**src/rtl/gsm7_pkg.sv**
```systemverilog
package gsm7_pkg;

    localparam logic [6:0] ESC_SEPTET = 7'h1B;

    localparam logic [6:0] CHR_AT    = 7'h40;
    localparam logic [6:0] CHR_DOLLAR = 7'h24;
    localparam logic [6:0] CHR_UNDER = 7'h5F;

    localparam logic [6:0] SEP_AT     = 7'h00;
    localparam logic [6:0] SEP_DOLLAR = 7'h02;
    localparam logic [6:0] SEP_UNDER  = 7'h11;

    localparam int EXT_N = 8;
    localparam logic [6:0] EXT_CODE [EXT_N] = '{
        7'h3C, 7'h2F, 7'h3E, 7'h14, 7'h28, 7'h40, 7'h29, 7'h3D
    };
    localparam logic [6:0] EXT_CHAR [EXT_N] = '{
        7'h5B, 7'h5C, 7'h5D, 7'h5E, 7'h7B, 7'h7C, 7'h7D, 7'h7E
    };

    // one septet waiting to be mapped
    typedef struct packed {
        logic [6:0] septet;
        logic       ext;
        logic       last;
        logic       done;
    } t_rec;

    // up to two records written per accepted octet
    typedef struct packed {
        logic [1:0] cnt;
        t_rec       a;
        t_rec       b;
    } t_push;

    function automatic logic [6:0] map_default(input logic [6:0] s);
        logic [6:0] c;
        case (s)
            SEP_AT:     c = CHR_AT;
            SEP_DOLLAR: c = CHR_DOLLAR;
            SEP_UNDER:  c = CHR_UNDER;
            default:    c = s;
        endcase
        return c;
    endfunction

    function automatic logic [6:0] map_extension(input logic [6:0] s);
        logic [6:0] c;
        c = s;
        for (int k = 0; k < EXT_N; k++) begin
            if (EXT_CODE[k] == s) begin
                c = EXT_CHAR[k];
            end
        end
        return c;
    endfunction

endpackage

```
**src/rtl/gsm7_front.sv**
```systemverilog
module gsm7_front (
    input  logic                i_clk,
    input  logic                i_rst_n,
    input  logic                i_fire,
    input  logic [7:0]          i_octet,
    input  logic                i_first_octet,
    input  logic [2:0]          i_fill_bits,
    input  logic [7:0]          i_septet_total,
    output gsm7_pkg::t_push     o_push
);
    import gsm7_pkg::*;

    logic [13:0] r_store, n_store;
    logic [3:0]  r_held,  n_held;
    logic [2:0]  r_skip,  n_skip;
    logic [7:0]  r_cnt,   n_cnt;
    logic [7:0]  r_total, n_total;
    logic        r_esc,   n_esc;

    always_comb begin
        logic [13:0] store;
        logic [3:0]  held;
        logic [2:0]  skip;
        logic [7:0]  cnt;
        logic [7:0]  total;
        logic        esc;
        logic [7:0]  sh;
        logic [6:0]  s;
        logic        em   [2];
        t_rec        rec  [2];

        store = r_store;
        held  = r_held;
        skip  = r_skip;
        cnt   = r_cnt;
        total = r_total;
        esc   = r_esc;
        sh    = '0;
        s     = '0;
        for (int k = 0; k < 2; k++) begin
            em[k]  = 1'b0;
            rec[k] = '0;
        end
        o_push = '0;

        if (i_fire) begin
            if (i_first_octet) begin
                store = '0;
                held  = '0;
                skip  = i_fill_bits;
                cnt   = '0;
                total = i_septet_total;
                esc   = 1'b0;
            end
            if (cnt < total) begin
                sh    = i_octet >> skip;
                // new bits land just above the ones already held
                store = store | (14'(sh) << held);
                held  = held + (4'd8 - {1'b0, skip});
                skip  = '0;
                // at most two septets fit in the store
                for (int k = 0; k < 2; k++) begin
                    if (held >= 4'd7 && cnt < total) begin
                        s     = store[6:0];
                        store = store >> 7;
                        held  = held - 4'd7;
                        cnt   = cnt + 8'd1;
                        rec[k].septet = s;
                        rec[k].done   = (cnt == total);
                        if (esc) begin
                            esc = 1'b0;
                            em[k] = (s != ESC_SEPTET);
                            rec[k].ext = 1'b1;
                        end else if (s == ESC_SEPTET) begin
                            esc = 1'b1;
                        end else begin
                            em[k] = 1'b1;
                        end
                    end
                end
                if (cnt >= total) begin
                    store = '0;
                    held  = '0;
                end
            end
            if (em[0] && em[1]) begin
                o_push.cnt = 2'd2;
                o_push.a   = rec[0];
                o_push.b   = rec[1];
                o_push.b.last = 1'b1;
            end else if (em[0] || em[1]) begin
                o_push.cnt = 2'd1;
                o_push.a   = em[0] ? rec[0] : rec[1];
                o_push.a.last = 1'b1;
            end
        end

        n_store = store;
        n_held  = held;
        n_skip  = skip;
        n_cnt   = cnt;
        n_total = total;
        n_esc   = esc;
    end

    always_ff @(posedge i_clk) begin
        if (!i_rst_n) begin
            r_store <= '0;
            r_held  <= '0;
            r_skip  <= '0;
            r_cnt   <= '0;
            r_total <= '0;
            r_esc   <= 1'b0;
        end else begin
            r_store <= n_store;
            r_held  <= n_held;
            r_skip  <= n_skip;
            r_cnt   <= n_cnt;
            r_total <= n_total;
            r_esc   <= n_esc;
        end
    end

endmodule

```
**src/rtl/gsm7_queue.sv**
```systemverilog
module gsm7_queue #(
    parameter int DEPTH = 4
) (
    input  logic                        i_clk,
    input  logic                        i_rst_n,
    input  gsm7_pkg::t_push             i_push,
    input  logic                        i_deq,
    output gsm7_pkg::t_rec              o_head,
    output logic [$clog2(DEPTH+1)-1:0]  o_count
);
    import gsm7_pkg::*;

    localparam int AW = $clog2(DEPTH);
    localparam int CW = $clog2(DEPTH + 1);

    t_rec          r_mem [DEPTH];
    logic [AW-1:0] r_wptr, n_wptr;
    logic [AW-1:0] r_rptr, n_rptr;
    logic [CW-1:0] r_count, n_count;
    logic [AW-1:0] w_wptr1;

    function automatic logic [AW-1:0] inc(input logic [AW-1:0] p);
        return (p == AW'(DEPTH - 1)) ? '0 : p + AW'(1);
    endfunction

    assign w_wptr1 = inc(r_wptr);
    assign o_head  = r_mem[r_rptr];
    assign o_count = r_count;

    always_comb begin
        n_wptr  = r_wptr;
        n_rptr  = r_rptr;
        n_count = r_count + CW'(i_push.cnt) - CW'(i_deq);
        if (i_push.cnt == 2'd1) begin
            n_wptr = w_wptr1;
        end else if (i_push.cnt == 2'd2) begin
            n_wptr = inc(w_wptr1);
        end
        if (i_deq) begin
            n_rptr = inc(r_rptr);
        end
    end

    always_ff @(posedge i_clk) begin
        if (!i_rst_n) begin
            r_wptr  <= '0;
            r_rptr  <= '0;
            r_count <= '0;
        end else begin
            r_wptr  <= n_wptr;
            r_rptr  <= n_rptr;
            r_count <= n_count;
        end
    end

    always_ff @(posedge i_clk) begin
        if (i_push.cnt != 2'd0) begin
            r_mem[r_wptr] <= i_push.a;
        end
        if (i_push.cnt == 2'd2) begin
            r_mem[w_wptr1] <= i_push.b;
        end
    end

endmodule

```
**src/rtl/gsm7_back.sv**
```systemverilog
module gsm7_back (
    input  logic            i_clk,
    input  logic            i_rst_n,
    input  gsm7_pkg::t_rec  i_head,
    input  logic            i_head_valid,
    input  logic            i_pop,
    output logic            o_deq,
    output logic            o_empty,
    output logic [6:0]      o_ascii_char,
    output logic            o_last_of_item,
    output logic            o_message_done
);
    import gsm7_pkg::*;

    logic       r_valid, n_valid;
    logic [6:0] r_char;
    logic       r_last;
    logic       r_done;
    logic       w_load;

    // output register refills whenever it is free or being taken
    assign w_load  = !r_valid || i_pop;
    assign o_deq   = w_load && i_head_valid;
    assign n_valid = i_head_valid || (r_valid && !i_pop);

    always_ff @(posedge i_clk) begin
        if (!i_rst_n) begin
            r_valid <= 1'b0;
        end else begin
            r_valid <= n_valid;
        end
    end

    always_ff @(posedge i_clk) begin
        if (o_deq) begin
            r_char <= i_head.ext ? map_extension(i_head.septet) : map_default(i_head.septet);
            r_last <= i_head.last;
            r_done <= i_head.done;
        end
    end

    assign o_empty        = !r_valid;
    assign o_ascii_char   = r_char;
    assign o_last_of_item = r_last;
    assign o_message_done = r_done;

endmodule

```
**src/rtl/gsm7_septet_unpack_to_ascii.sv**
```systemverilog
// Unpacks GSM 7-bit user data into ASCII, one octet per cycle. The front end
// cuts up to two septets per octet, tracks fill bits, septet total and escape
// state, and writes the septets that produce characters into a DEPTH-entry
// queue; the back end maps one queue entry per cycle while its output register
// is empty or being popped, through the default and extension tables into that
// register. An octet is accepted every cycle while the queue has two free
// entries; sustained rate is set by the single queue read port: one result per
// cycle while results are popped, so octets yielding two characters build up
// entries in the queue. With nothing ahead, an octet's first result is written
// to the queue and then the output register; a second result follows from the
// next entry. Escape septets and octets past a message's end produce no results.
module gsm7_septet_unpack_to_ascii #(
    parameter int DEPTH = 4
) (
    input  logic       i_clk,
    input  logic       i_rst_n,
    input  logic       push,
    output logic       full,
    input  logic [7:0] i_octet,
    input  logic       i_first_octet,
    input  logic [2:0] i_fill_bits,
    input  logic [7:0] i_septet_total,
    output logic       empty,
    input  logic       pop,
    output logic [6:0] o_ascii_char,
    output logic       o_last_of_item,
    output logic       o_message_done
);
    import gsm7_pkg::*;

    localparam int CW = $clog2(DEPTH + 1);

    t_push         w_push;
    t_rec          w_head;
    logic [CW-1:0] w_count;
    logic          w_deq;
    logic          w_fire;

    assign full   = (w_count > CW'(DEPTH - 2));
    assign w_fire = push && !full;

    gsm7_front u_front (
        .i_clk          (i_clk),
        .i_rst_n        (i_rst_n),
        .i_fire         (w_fire),
        .i_octet        (i_octet),
        .i_first_octet  (i_first_octet),
        .i_fill_bits    (i_fill_bits),
        .i_septet_total (i_septet_total),
        .o_push         (w_push)
    );

    gsm7_queue #(.DEPTH(DEPTH)) u_queue (
        .i_clk   (i_clk),
        .i_rst_n (i_rst_n),
        .i_push  (w_push),
        .i_deq   (w_deq),
        .o_head  (w_head),
        .o_count (w_count)
    );

    gsm7_back u_back (
        .i_clk          (i_clk),
        .i_rst_n        (i_rst_n),
        .i_head         (w_head),
        .i_head_valid   (w_count != '0),
        .i_pop          (pop),
        .o_deq          (w_deq),
        .o_empty        (empty),
        .o_ascii_char   (o_ascii_char),
        .o_last_of_item (o_last_of_item),
        .o_message_done (o_message_done)
    );

    a_no_overflow: assert property (@(posedge i_clk) disable iff (!i_rst_n)
        w_count <= CW'(DEPTH))
        else $error("queue overflow");

    a_done_is_last: assert property (@(posedge i_clk) disable iff (!i_rst_n)
        (!empty && o_message_done) |-> o_last_of_item)
        else $error("final septet result not last of its octet");

    a_no_phantom: assert property (@(posedge i_clk) disable iff (!i_rst_n)
        (!w_fire && w_count == '0 && empty) |=> empty)
        else $error("result appeared with nothing in flight");

    a_push_fits: assert property (@(posedge i_clk) disable iff (!i_rst_n)
        (w_push.cnt != 2'd0) |-> (w_count <= CW'(DEPTH - 2)))
        else $error("queue written without room");

endmodule
```
**config.mk**
```make
export PLATFORM = sky130hd
export DESIGN_NAME = gsm7_septet_unpack_to_ascii
export DESIGN_NICKNAME = d
export VERILOG_FILES = /design/src/rtl/gsm7_pkg.sv /design/src/rtl/gsm7_front.sv /design/src/rtl/gsm7_queue.sv /design/src/rtl/gsm7_back.sv /design/src/rtl/gsm7_septet_unpack_to_ascii.sv
export SDC_FILE = /design/constraint.sdc
export NUM_CORES = 1
export LEC_CHECK = 0
export BUFFER_PORTS_ARGS = -buffer_cell sky130_fd_sc_hd__buf_2
export CAP_MARGIN = 20
export CELL_PAD_IN_SITES_DETAIL_PLACEMENT = 1
export CELL_PAD_IN_SITES_GLOBAL_PLACEMENT = 2
export CORE_MARGIN = 4
export CORE_UTILIZATION = 40
export DETAILED_ROUTE_END_ITERATION = 7
export MAX_ROUTING_LAYER = met4
export PLACE_DENSITY_LB_ADDON = 0.25
export SETUP_SLACK_MARGIN = 0.5
export SLEW_MARGIN = 0
export SYNTH_ARGS = -nofsm -noshare
export SYNTH_HDL_FRONTEND = slang
export SYNTH_SLANG_ARGS = --single-unit
```
**constraint.sdc**
```tcl
create_clock -name i_clk -period 27.5 [get_ports i_clk]
set_input_delay 5.5 -clock i_clk [delete_from_list [all_inputs] [get_ports i_clk]]
set_output_delay 5.5 -clock i_clk [all_outputs]
set_load 0.005 [all_outputs]
```
* Word-level counts from Yosys, hierarchy flattened *
Memory sizes are Yosys's and may differ from the RTL's. A register that Yosys moved wholly into a read port is not among the register bits.
Index checks and enable logic that the tools add are counted.

storage, ports and cells
  RAM bits = 40
  flip-flop bits (word level) = 55
  memories kept = 1
  logic and storage cells = 155
  bits in read-only memories = 0
  latch bits = 0

operators by class
  multipliers = 0
  reductions and logical operators = 16
  muxes and demuxes = 84
  shift operators = 2
  bitwise operators = 1
  div/mod/pow operators = 0
  order comparisons = 6
  equal/unequal tests = 21
  add/sub/neg operators = 11

memories
  memory         words  bits a word  read ports  clocked after Yosys merged registers in  write ports  line              text
  u_queue.r_mem  4      10           1           1                                        2            gsm7_queue.sv:16  t_rec r_mem [DEPTH];

operator list
  kind                   number
  $mux W14               8
  $mux W8                14
  $mux W7                9
  $eq A6 B7 Y1 const A   6
  $mux W4                8
  $mux W1                26
  $mux W22               1
  $eq A7 B5 Y1 const B   3
  $pmux W7 S3            1
  $mux W10               2
  $mux W2                9
  $add A8 B1 Y8 const B  2
  $eq A8 B8 Y1           2
  $lt A8 B8 Y1           2
  $ne A7 B5 Y1 const B   2
  $or A14 B14 Y14        1
  $shl A8 B4 Y14         1
  $mux W12               1
  $mux W11               1
  $mux W3                3
  $mux W9                1
  $eq A2 B2 Y1 const B   4
  $ge A4 B3 Y1 const B   2
  $ge A8 B8 Y1           1
  other kinds (18)       31

* Logic depth before layout (Yosys ltp) *
Gate-level depths: netlist of run 1.

  word-level depth = 24
  mapped depth = 34
  mapped depth without buffers = 30

* Hierarchy *
Synthesis of run 1 repeated with hierarchy kept, for this count alone.

second synthesis, totals
  cell total of the unflattened synthesis = 897
  area, all modules = 7982.7 µm²

by module, submodules not included
  module                       seq. area each (µm²)  cells an instance  area an instance (µm²)  instances
  gsm7_front                   760.7                 662                4743.3                  1
  gsm7_queue                   1381.3                156                2483.6                  1
  gsm7_back                    290.3                 75                 733.2                   1
  gsm7_septet_unpack_to_ascii  0.0                   4                  22.5                    1

* Worst setup path after synthesis of run 1 *
OpenSTA, ideal clock, no wires.

  kind = input -> register
  start point = input i_first_octet
  end point = register u_front.r_store[7]
  slack = 15.003 ns
  cell stages on the path = 31
  arrival = 12.422 ns
  path through = buf_6 -> clkbuf_1 -> clkbuf_1 -> buf_1 -> mux2i_1 -> ha_1 -> a211oi_1 -> nor2_1 -> a211oi_2 -> nand2_1 -> mux2_2 -> ha_1 -> nor2b_1 -> nor3_1 -> o21ai_0 -> a221o_1 -> a21oi_1 -> clkbuf_1 -> nor2_1 -> nor2_1 -> ha_1 -> a21o_1 -> a21o_1 -> a21o_1 -> a21o_1 -> a211oi_1 -> o211a_1 -> and3_1 -> clkbuf_1 -> nand2b_1 -> a21boi_0

on the way
  cells in the longest elaborated chain, start to end = 17
  elaborated cells between the ends (all ways) = 40

RTL lines
  what                                                 line                               text
  from (decl)                                          gsm7_septet_unpack_to_ascii.sv:20  input logic i_first_octet,
  $mux W3                                              gsm7_front.sv:47                   if (i_first_octet) begin
  $mux W3                                              gsm7_front.sv:46                   if (i_fire) begin
  $sub A4 B3 Y4                                        gsm7_front.sv:59                   held = held + (4'd8 - {1'b0, skip});
  $add A4 B4 Y4                                        gsm7_front.sv:59
  $ge A4 B3 Y1                                         gsm7_front.sv:63                   if (held >= 4'd7 && cnt < total) begin
  $logic_and A1 B1 Y1                                  gsm7_front.sv:63
  $mux W8 / $mux W4 (equally long branches)            gsm7_front.sv:63
  $mux W8 / $mux W4 (equally long branches)            gsm7_front.sv:55                   if (cnt < total) begin
  $mux W8 / $mux W4 (equally long branches)            gsm7_front.sv:46
  $lt A8 B8 Y1 / $ge A4 B3 Y1 (equally long branches)  gsm7_front.sv:63
  $logic_and A1 B1 Y1                                  gsm7_front.sv:63
  $mux W8                                              gsm7_front.sv:63
  $mux W8                                              gsm7_front.sv:55
  $mux W8                                              gsm7_front.sv:46
  $ge A8 B8 Y1                                         gsm7_front.sv:81                   if (cnt >= total) begin
  $mux W14                                             gsm7_front.sv:81
  $mux W14 (*)                                         gsm7_front.sv:55
  to (signal assigned)                                 gsm7_front.sv:115                  r_store <= n_store;
  to (decl)                                            gsm7_front.sv:13                   logic [13:0] r_store, n_store;

Every way passes the cells marked *; elsewhere a longest branch is shown, timed or not. The select of a mux whose other input is x is not followed.
A chain may end at the register's enable or synchronous reset.

==> results_dict.tcl, run 1 <==
set metrics [dict create \
    synth_nets 972 \
    post-route-period-util_pct 50.8 \
    vias 7125 \
    cpMaxStageDelayCell "a211oi_1" \
    cts_sinks 97 \
    ios 35 \
    first_pass_iters 5 \
    dr.first_iter.drc_count 505 \
    ir_drop_mv 0.0460 \
    final_layout_size_suffix_gt1_share_pct 13.1 \
    grt_max_degree 50 \
    yosysSeqAreaShare_pct 30.4 \
    yosys.area.top_type "edfxtp_1" \
    grt_pass1_wl_mm 41.1 \
    fin_nets 984 \
    cts_tree "built" \
    critPathMaxStageDelay_ps 830 \
    rsz0062_at_grt "no" \
    post_cts_buffers 0 \
    ant_nets 0 \
    wl_per_cell_um 21.6 \
    slew_headroom_pct 30.3 \
    worst_slew_pin_slew_ps 1040 \
    area_growth_pct 9.46 \
    grt_usage_pct 23.8 \
    finalSetupViolations 0 \
    arrival_ps 14150 \
    worst-setup-path-type "input port to register" \
    post-route-min-period_ps 13970 \
    multi_input_area_mm2 0.00524 \
    crit_top_cell "ha_1" \
    finalMaxSlewViolations 0 \
    timing_hold_violations_final 0 \
    async_flop_share_pct 0 \
    dp_worst_setup_slack_ps 12760 \
    fmax_ghz 0.0716 \
    grt_pass1_vias 7376 \
    synth.distinct_cells 84 \
    drc 0 \
    synth_top_area_share_pct 18.4 \
    register_area_mm2 0.00243 \
    diodes 0 \
    h-tree-depth 3 \
    portBuffers 34 \
    die_x_um 150 \
    overflow 0 \
    required_ps 27680 \
    syn_area_per_cell_um2 8.91 \
    leakage_nw 3.44 \
    cts_buffer_depth 2 \
    clkTransAtPathRegs_ps 70 \
    cp-start-kind "input port" \
    skew_ps 10.8 \
    clock_latency_ps 350 \
    critPathMaxFanout 46 \
    place_hpwl_mm 19.6 \
    ys_seq_elements 97 \
    wirelength_mm 25.5 \
    ys.warnings.count 0 \
    syn_area_mm2 0.00801 \
    end_kind "register" \
    place_congestion 0.880 \
    final.fill_count 2337 \
    ys.flop_type "edfxtp_1" \
    cts_resized 0 \
    synth_edf_count 49 \
    antenna_found_initial 0 \
    core_region_area_mm2 0.0196 \
    hold_buffers 0 \
    dieArea_mm2 0.0224 \
    hold_depth 2 \
    root_buffer "clkbuf_16" \
    initial_utilization_pct 40.9 \
    synthTopCellsByArea "edfxtp_1 18%, dfxtp_1 12%, ha_1 7.3%, mux2i_1 4.5%, nand2_1 4.3%" \
    cts_made_buffers 9 \
    fin_setup_tns_ps 0 \
    drv_cap 0 \
    power_density_mw_per_mm2 108 \
    worstHoldPathType "register to register" \
    layout_setup_ws_ps 13530 \
    r2r_cells 28 \
    die_y_um 150 \
    status "finished, final reports clean" \
    drt-vias-per-instance 6.03 \
    synth_cells 899 \
    rows 51 \
]
[synthesized netlist by cell type (13+ instances only)]
library cell / count
inv_1: 35
mux4_2: 13
a211oi_1: 14
mux2i_1: 36
nor3_1: 23
and3_1: 14
o21ai_0: 44
nand3_1: 27
mux2_2: 14
nor2b_1: 42
o22ai_1: 14
ha_1: 47
a22oi_1: 23
xor2_1: 13
xnor2_1: 32
edfxtp_1: 49
nor2_1: 56
dfxtp_1: 48
clkbuf_1: 40
nand2_1: 92
a21oi_1: 34
[state kept, by name, summed over array words and instances, names as in the netlist, named ones only]
register and cells:
u_front.r_total 8, u_back.r_valid 1, u_back.o_message_done 1, u_queue.r_wptr 2
u_front.r_cnt 8, u_back.o_last_of_item 1, u_back.o_ascii_char 7, u_front.r_skip 3
u_front.r_esc 1, u_queue.r_rptr 2, u_front.r_held 4, u_queue.o_count 3
u_queue.r_mem 40, u_front.r_store 14
[routing by layer]
metal | GRT usage, % | vias up | part of all wire, %
met3 | 3.54 | 26 | 3.7
met5 | - | - | 0
li1 | - | 3385 | -
met2 | 41.1 | 137 | 51
met4 | 4.94 | 0 | 1.4
met1 | 29.6 | 3577 | 44
[critical path: cells and delay by family]
kind,cells,cell delay (ps)
and+or+nand+nor,8,1990
xor gates and xnor gates,2,420
adders and majority gates,5,1330
AOI/OAI and AO/OA,9,3310
buffers and inverters,5,1010
muxes,1,560
[cell usage in the layout, fill, tap and decap left out, types with 5 or more instances in the layout]
| master | Yosys | final |
|---|---|---|
| a211oi_1 | 14 | 14 |
| a21boi_0 | 10 | 10 |
| a21o_1 | 9 | 9 |
| a21oi_1 | 34 | 34 |
| a22oi_1 | 23 | 23 |
| a31oi_1 | 12 | 12 |
| and2_1 | 11 | 11 |
| and3_1 | 14 | 14 |
| buf_2 | 2 | 34 |
| buf_4 | 0 | 15 |
| clkbuf_16 | 0 | 9 |
| dfxtp_1 | 48 | 48 |
| edfxtp_1 | 49 | 49 |
| ha_1 | 47 | 47 |
| inv_1 | 35 | 35 |
| mux2_2 | 14 | 14 |
| mux2i_1 | 36 | 36 |
| mux4_2 | 13 | 13 |
| nand2_1 | 92 | 92 |
| nand2b_1 | 7 | 7 |
| nand3_1 | 27 | 27 |
| nand4_1 | 10 | 10 |
| nand4b_1 | 5 | 5 |
| nor2_1 | 56 | 55 |
| nor2b_1 | 42 | 42 |
| nor3_1 | 23 | 23 |
| nor4_1 | 6 | 6 |
| o211a_1 | 11 | 11 |
| o211ai_1 | 12 | 12 |
| o21ai_0 | 44 | 44 |
| o22ai_1 | 14 | 14 |
| or3_1 | 6 | 6 |
| xnor2_1 | 32 | 32 |
| xor2_1 | 13 | 13 |
[path summary, 6_finish.rpt]
kind                           start             endpoint  slack [ps]
setup reg to reg   u_front.r_held[0]  u_queue.r_mem[0][0]       18490
hold / removal    u_front.r_total[0]   u_front.r_total[0]         490
setup / recovery       i_first_octet  u_queue.r_mem[0][0]       13530
hold reg to reg   u_front.r_total[0]   u_front.r_total[0]         490
[power breakdown]
| part | internal (mW) | switching (mW) | leakage, nW | total, mW |
|---|---|---|---|---|
| logic | 0.209 | 0.355 | 2.46 | 0.565 |
| registers | 0.213 | 0.0301 | 0.830 | 0.243 |
| clock network | 0.0802 | 0.0582 | 0.155 | 0.138 |
| total | 0.503 | 0.444 | 3.44 | 0.946 |
[cells by family after synthesis]
kind of cell / Yosys count / synth area share [%]
AO/OA/AOI/OAI: 236 / 21.0
XOR/XNOR: 46 / 5.20
adder cells (fa/ha/maj): 49 / 7.84
buffers and inverters: 87 / 4.29
flip-flops: 97 / 30.4
multiplexers: 69 / 11.6
AND/OR/NAND/NOR: 315 / 19.7
[metrics by stage]
step / total power, mW / hold slack [ps] / area (um^2) / utilization (%) / instances
2_1_floorplan: 0.641 / 439 / 8010 / - / 899
3_3_place_gp: 0.786 / 454 / 8430 / 43.0 / 1163
3_5_place_dp: 0.808 / 476 / 8430 / 43.0 / 1163
4_1_cts: 0.949 / 487 / 8750 / 44.6 / 1179
5_1_grt: 1.02 / 516 / 8770 / 44.8 / 1181
6_report: 0.946 / 485 / 8770 / 44.8 / 1181
[area by class of cell]
type                       instances  share of cell area, %
multi-input combinational        715                   59.8
sequential                        97                   27.7
tap                              265                   3.78
timing repair buffer              51                   3.50
clock buffer                      10                   2.61
inverter                          37                   1.58
clock inverter                     6                   1.03
(Power assumes the default switching activity.)
==> inputs of run 2 (changes only) <==
- clock period: 27.5 -> 14.6 ns (I/O delays scaled with it)
==> results_dict.tcl, run 2 (synthesis results as in run 1) <==
set metrics [dict create \
    arrival_ps 11890 \
    max_flop_register "u_queue.r_mem" \
    mostFrequentLayoutCell "nand2_1" \
    post-route-period-util_pct 79.5 \
    drv_cap 0 \
    finalMaxSlewViolations 0 \
    worstHoldPathType "register to register" \
    grt_pass1_wl_mm 41.7 \
    final.fill_count 2290 \
    rsz0062_at_grt "no" \
    critPathMaxFanout 37 \
    path_buf_inv 4 \
    dr.first_iter.drc_count 467 \
    drc 0 \
    required_ps 14880 \
    post-route-min-period_ps 11610 \
    cts_made_buffers 9 \
    die_x_um 150 \
    layout_common_cells "92 x nand2_1, 55 x nor2_1, 49 x edfxtp_1" \
    dp_worst_setup_slack_ps 2370 \
    instances_no_fill 1181 \
    hold_ws_ps 475 \
    multi_input_area_mm2 0.00524 \
    cts_buffer_depth 2 \
    vias 7152 \
    clkTransAtPathRegs_ps 80 \
    finalSetupViolations 0 \
    ant_nets 0 \
    dpl-instance-area_mm2 0.00843 \
    final_cell_area_mm2 0.00873 \
    initial_utilization_pct 40.9 \
    crit_top_cell "a21o_1" \
    post_cts_buffers 0 \
    fin_setup_tns_ps 0 \
    cts_sinks 97 \
    wl_per_cell_um 22.0 \
    ios 35 \
    dieArea_mm2 0.0224 \
    h-tree-depth 3 \
    drt-vias-per-instance 6.06 \
    fin_nets 984 \
    critPathMaxStageDelay_ps 750 \
    diodes 0 \
    area_growth_pct 8.93 \
    status "finished, final reports clean" \
    end_kind "register" \
    overflow 0 \
    worst_slew_pin_slew_ps 1010 \
    grt_max_degree 50 \
    cp_top_family "compound AO/OA/AOI/OAI gates" \
    place_hpwl_mm 20.1 \
    utilization_pct 44.5 \
    cpMaxStageDelayCell "nand2_1" \
    slew_headroom_pct 32.5 \
    clock_latency_ps 360 \
    layout_setup_ws_ps 2990 \
    power_density_mw_per_mm2 202 \
    cts_resized 0 \
    reg_top3 "u_queue.r_mem: 40 flops, u_front.r_store: 14 flops" \
    largest_reg_flops 40 \
    leakage_nw 3.40 \
    cts_tree "built" \
    portBuffers 34 \
    timing_hold_violations_final 0 \
    rows 51 \
    antenna_found_initial 0 \
    wirelength_mm 26.0 \
    final_layout_size_suffix_gt1_share_pct 13.2 \
    fmax_ghz 0.0861 \
    fin_total_pwr_mw 1.76 \
    worst-setup-path-type "input port to register" \
    die_y_um 150 \
    dp.cells 1164 \
    hold_buffers 0 \
    cp-start-kind "input port" \
    register_area_mm2 0.00243 \
    ir_drop_mv 0.0809 \
    core_region_area_mm2 0.0196 \
    grt_pass1_vias 7610 \
    place_congestion 0.881 \
    root_buffer "clkbuf_16" \
    skew_ps 13.0 \
    grt_usage_pct 24.3 \
    first_pass_iters 5 \
]
## run 2: cell count changes in the layout (fill, tap and decap cells not counted)
cell	change
inv_8	+2
clkinv_1	-1
inv_6	+1
clkinv_4	-1
dlymetal6s2s_1	-1
buf_1	+1
clkinvlp_4	+1
bufinv_16	-2
## run 2: routing by layer
| layer | GRT usage (%) | wire length, um | part of all wire [%] |
|---|---|---|---|
| met5 | - | 0 | 0 |
| met4 | 4.99 | 363 | 1.4 |
| met3 | 4.33 | 1190 | 4.6 |
| met2 | 42.8 | 13400 | 51 |
| met1 | 29.2 | 11100 | 43 |
## run 2: power breakdown
group / switching [mW] / leakage [nW] / internal, mW
Sequential: 0.0588 / 0.830 / 0.402
Combinational: 0.672 / 2.44 / 0.394
Clock: 0.117 / 0.138 / 0.120
Total: 0.848 / 3.40 / 0.916
## run 2: final cells by class
cell class / count / share of cell area, %
clock inverters: 6 / 0.645
inverters: 37 / 1.59
well taps: 265 / 3.80
repair buffers: 51 / 3.41
multi-input cells: 715 / 60.1
flip-flops and latches: 97 / 27.9
clock buffers: 10 / 2.62
## run 2: final timing paths
check	from	to	slack, ps	depth (start not counted)
worst max-delay path	i_first_octet	u_front.r_store[7]	2990	31
worst min-delay path	u_front.r_total[0]	u_front.r_total[0]	480	2
worst max register to register	u_front.r_held[0]	u_front.r_store[7]	5410	29
worst min register to register	u_front.r_total[0]	u_front.r_total[0]	480	2
## run 2: worst min-delay path, delay by kind of cell (launching register included)
| family | cells | cell delay, ps |
|---|---|---|
| AOI/OAI and AO/OA | 1 | 70 |
| and+or+nand+nor | 1 | 50 |
| DFF | 1 | 310 |
==> inputs of run 3 (changes only) <==
- CORE_UTILIZATION: 40 -> 36
- clock period: 14.6 -> 9.41 ns (I/O delays scaled with it)
==> results_dict.tcl, run 3 (synthesis results as in run 1) <==
set metrics [dict create \
    cts_sinks 97 \
    grt_usage_pct 21.0 \
    final_layout_size_suffix_gt1_share_pct 15.1 \
    fin_setup_tns_ps 0 \
    power_frac_clock_pct 13.7 \
    final_cell_area_mm2 0.00889 \
    final.fill_count 2590 \
    initial_utilization_pct 36.7 \
    ios 35 \
    cts_buffer_depth 2 \
    fin_total_pwr_mw 2.77 \
    portBuffers 34 \
    ir_drop_mv 0.118 \
    worst_slew_pin_slew_ps 1080 \
    multi_input_area_mm2 0.00525 \
    fmax_ghz 0.120 \
    finalMaxSlewViolations 0 \
    leakage_nw 3.48 \
    switching_power_mw 1.31 \
    dpl-instance-area_mm2 0.00857 \
    finalSetupViolations 0 \
    h-tree-depth 3 \
    crit_top_cell "a21o_1" \
    layout_setup_ws_ps 1060 \
    fin_nets 999 \
    first_pass_iters 7 \
    wl_per_cell_um 20.5 \
    status "finished, final reports clean" \
    critPathMaxStageDelay_ps 430 \
    critPathMaxFanout 19 \
    reg_top3 "u_queue.r_mem: 40 flops, u_front.r_store: 14 flops" \
    post-route-min-period_ps 8350 \
    hold_buffers 0 \
    place_congestion 0.874 \
    rows 54 \
    grt_max_degree 50 \
    power_density_mw_per_mm2 312 \
    required_ps 9700 \
    drt-vias-per-instance 5.80 \
    post-route-period-util_pct 88.8 \
    layout_common_cells "92 x nand2_1, 55 x nor2_1, 49 x edfxtp_1" \
    register_area_mm2 0.00243 \
    timing_hold_violations_final 0 \
    dr.first_iter.drc_count 447 \
    largest_reg_flops 40 \
    rsz0062_at_grt "no" \
    dieArea_mm2 0.0247 \
    worstHoldPathType "register to register" \
    max_flop_register "u_queue.r_mem" \
    post_cts_buffers 0 \
    drc 0 \
    end_kind "register" \
    seqPwrFrac_pct 25.6 \
    internal_power_mw 1.47 \
    place_hpwl_mm 18.6 \
    clkTransAtPathRegs_ps 80 \
    p_sw_share_pct 47.1 \
    area_growth_pct 10.9 \
    core_region_area_mm2 0.0218 \
    utilization_pct 40.7 \
    dp_worst_setup_slack_ps 422 \
    cts_made_buffers 9 \
    cpMaxStageDelayCell "a2111o_1" \
    grt_pass1_wl_mm 40.0 \
    arrival_ps 8640 \
    clock_latency_ps 370 \
    ant_nets 0 \
    root_buffer "clkbuf_16" \
    vias 7024 \
    grt_pass1_vias 7066 \
    overflow 0 \
    mostFrequentLayoutCell "nand2_1" \
    diodes 0 \
    slew_headroom_pct 26.1 \
    skew_ps 15.6 \
    die_x_um 157 \
    worst-setup-path-type "input port to register" \
    cp-start-kind "input port" \
    cts_tree "built" \
    power.share.combinational_pct 60.6 \
    antenna_found_initial 0 \
    cts_resized 0 \
    wirelength_mm 24.8 \
    drv_cap 0 \
    die_y_um 157 \
]
-- run 3: final cells by class --
| type | instances | share of cell area (%) |
|---|---|---|
| Timing Repair Buffer | 66 | 4.65 |
| Sequential cell | 97 | 27.4 |
| Clock buffer | 9 | 2.53 |
| Multi-Input combinational cell | 715 | 59.1 |
| Inverter | 37 | 1.56 |
| Tap cell | 280 | 3.94 |
| Clock inverter | 7 | 0.831 |
-- run 3: critical path: cells and delay by family --
kind / cells / cell delay, ps
XOR/XNOR: 3 / 780
multiplexers: 1 / 250
buffers and inverters: 5 / 860
AND/OR/NAND/NOR: 6 / 970
AO/OA/AOI/OAI: 11 / 2550
adder cells (fa/ha/maj): 5 / 1330
-- run 3: stage by stage --
stage / hold slack, ps / cells
final: 471 / 1211
after global routing: 503 / 1211
after CTS: 475 / 1211
after detailed placement: 463 / 1195
after global placement: 456 / 1195
after floorplan: 439 / 899
-- run 3: worst paths after layout --
kind                           start                 end  slack, ps  cells after the start
setup / recovery       i_first_octet  u_front.r_store[7]       1060                     31
hold / removal    u_front.r_store[4]  u_front.r_store[4]        470                      2
hold reg to reg   u_front.r_store[4]  u_front.r_store[4]        470                      2
setup reg to reg   u_front.r_held[1]  u_front.r_store[7]       2310                     28
-- run 3: routing by layer --
layer | vias to the layer above | global-route usage, % | part of all wire, %
li1 | 3418 | - | -
met2 | 112 | 33.8 | 47
met3 | 26 | 2.17 | 2.7
met4 | 0 | 4.79 | 1.5
met5 | - | - | 0
met1 | 3468 | 28.7 | 49
-- run 3: power by group through the flow --
stage | sequential, mW | combinational (mW) | clock, mW
after floorplan | 0.671 | 1.20 | 0
final | 0.710 | 1.68 | 0.381
after detailed placement | 0.721 | 1.67 | 0
after global routing | 0.725 | 1.88 | 0.409
after global placement | 0.716 | 1.65 | 0
after CTS | 0.712 | 1.68 | 0.391
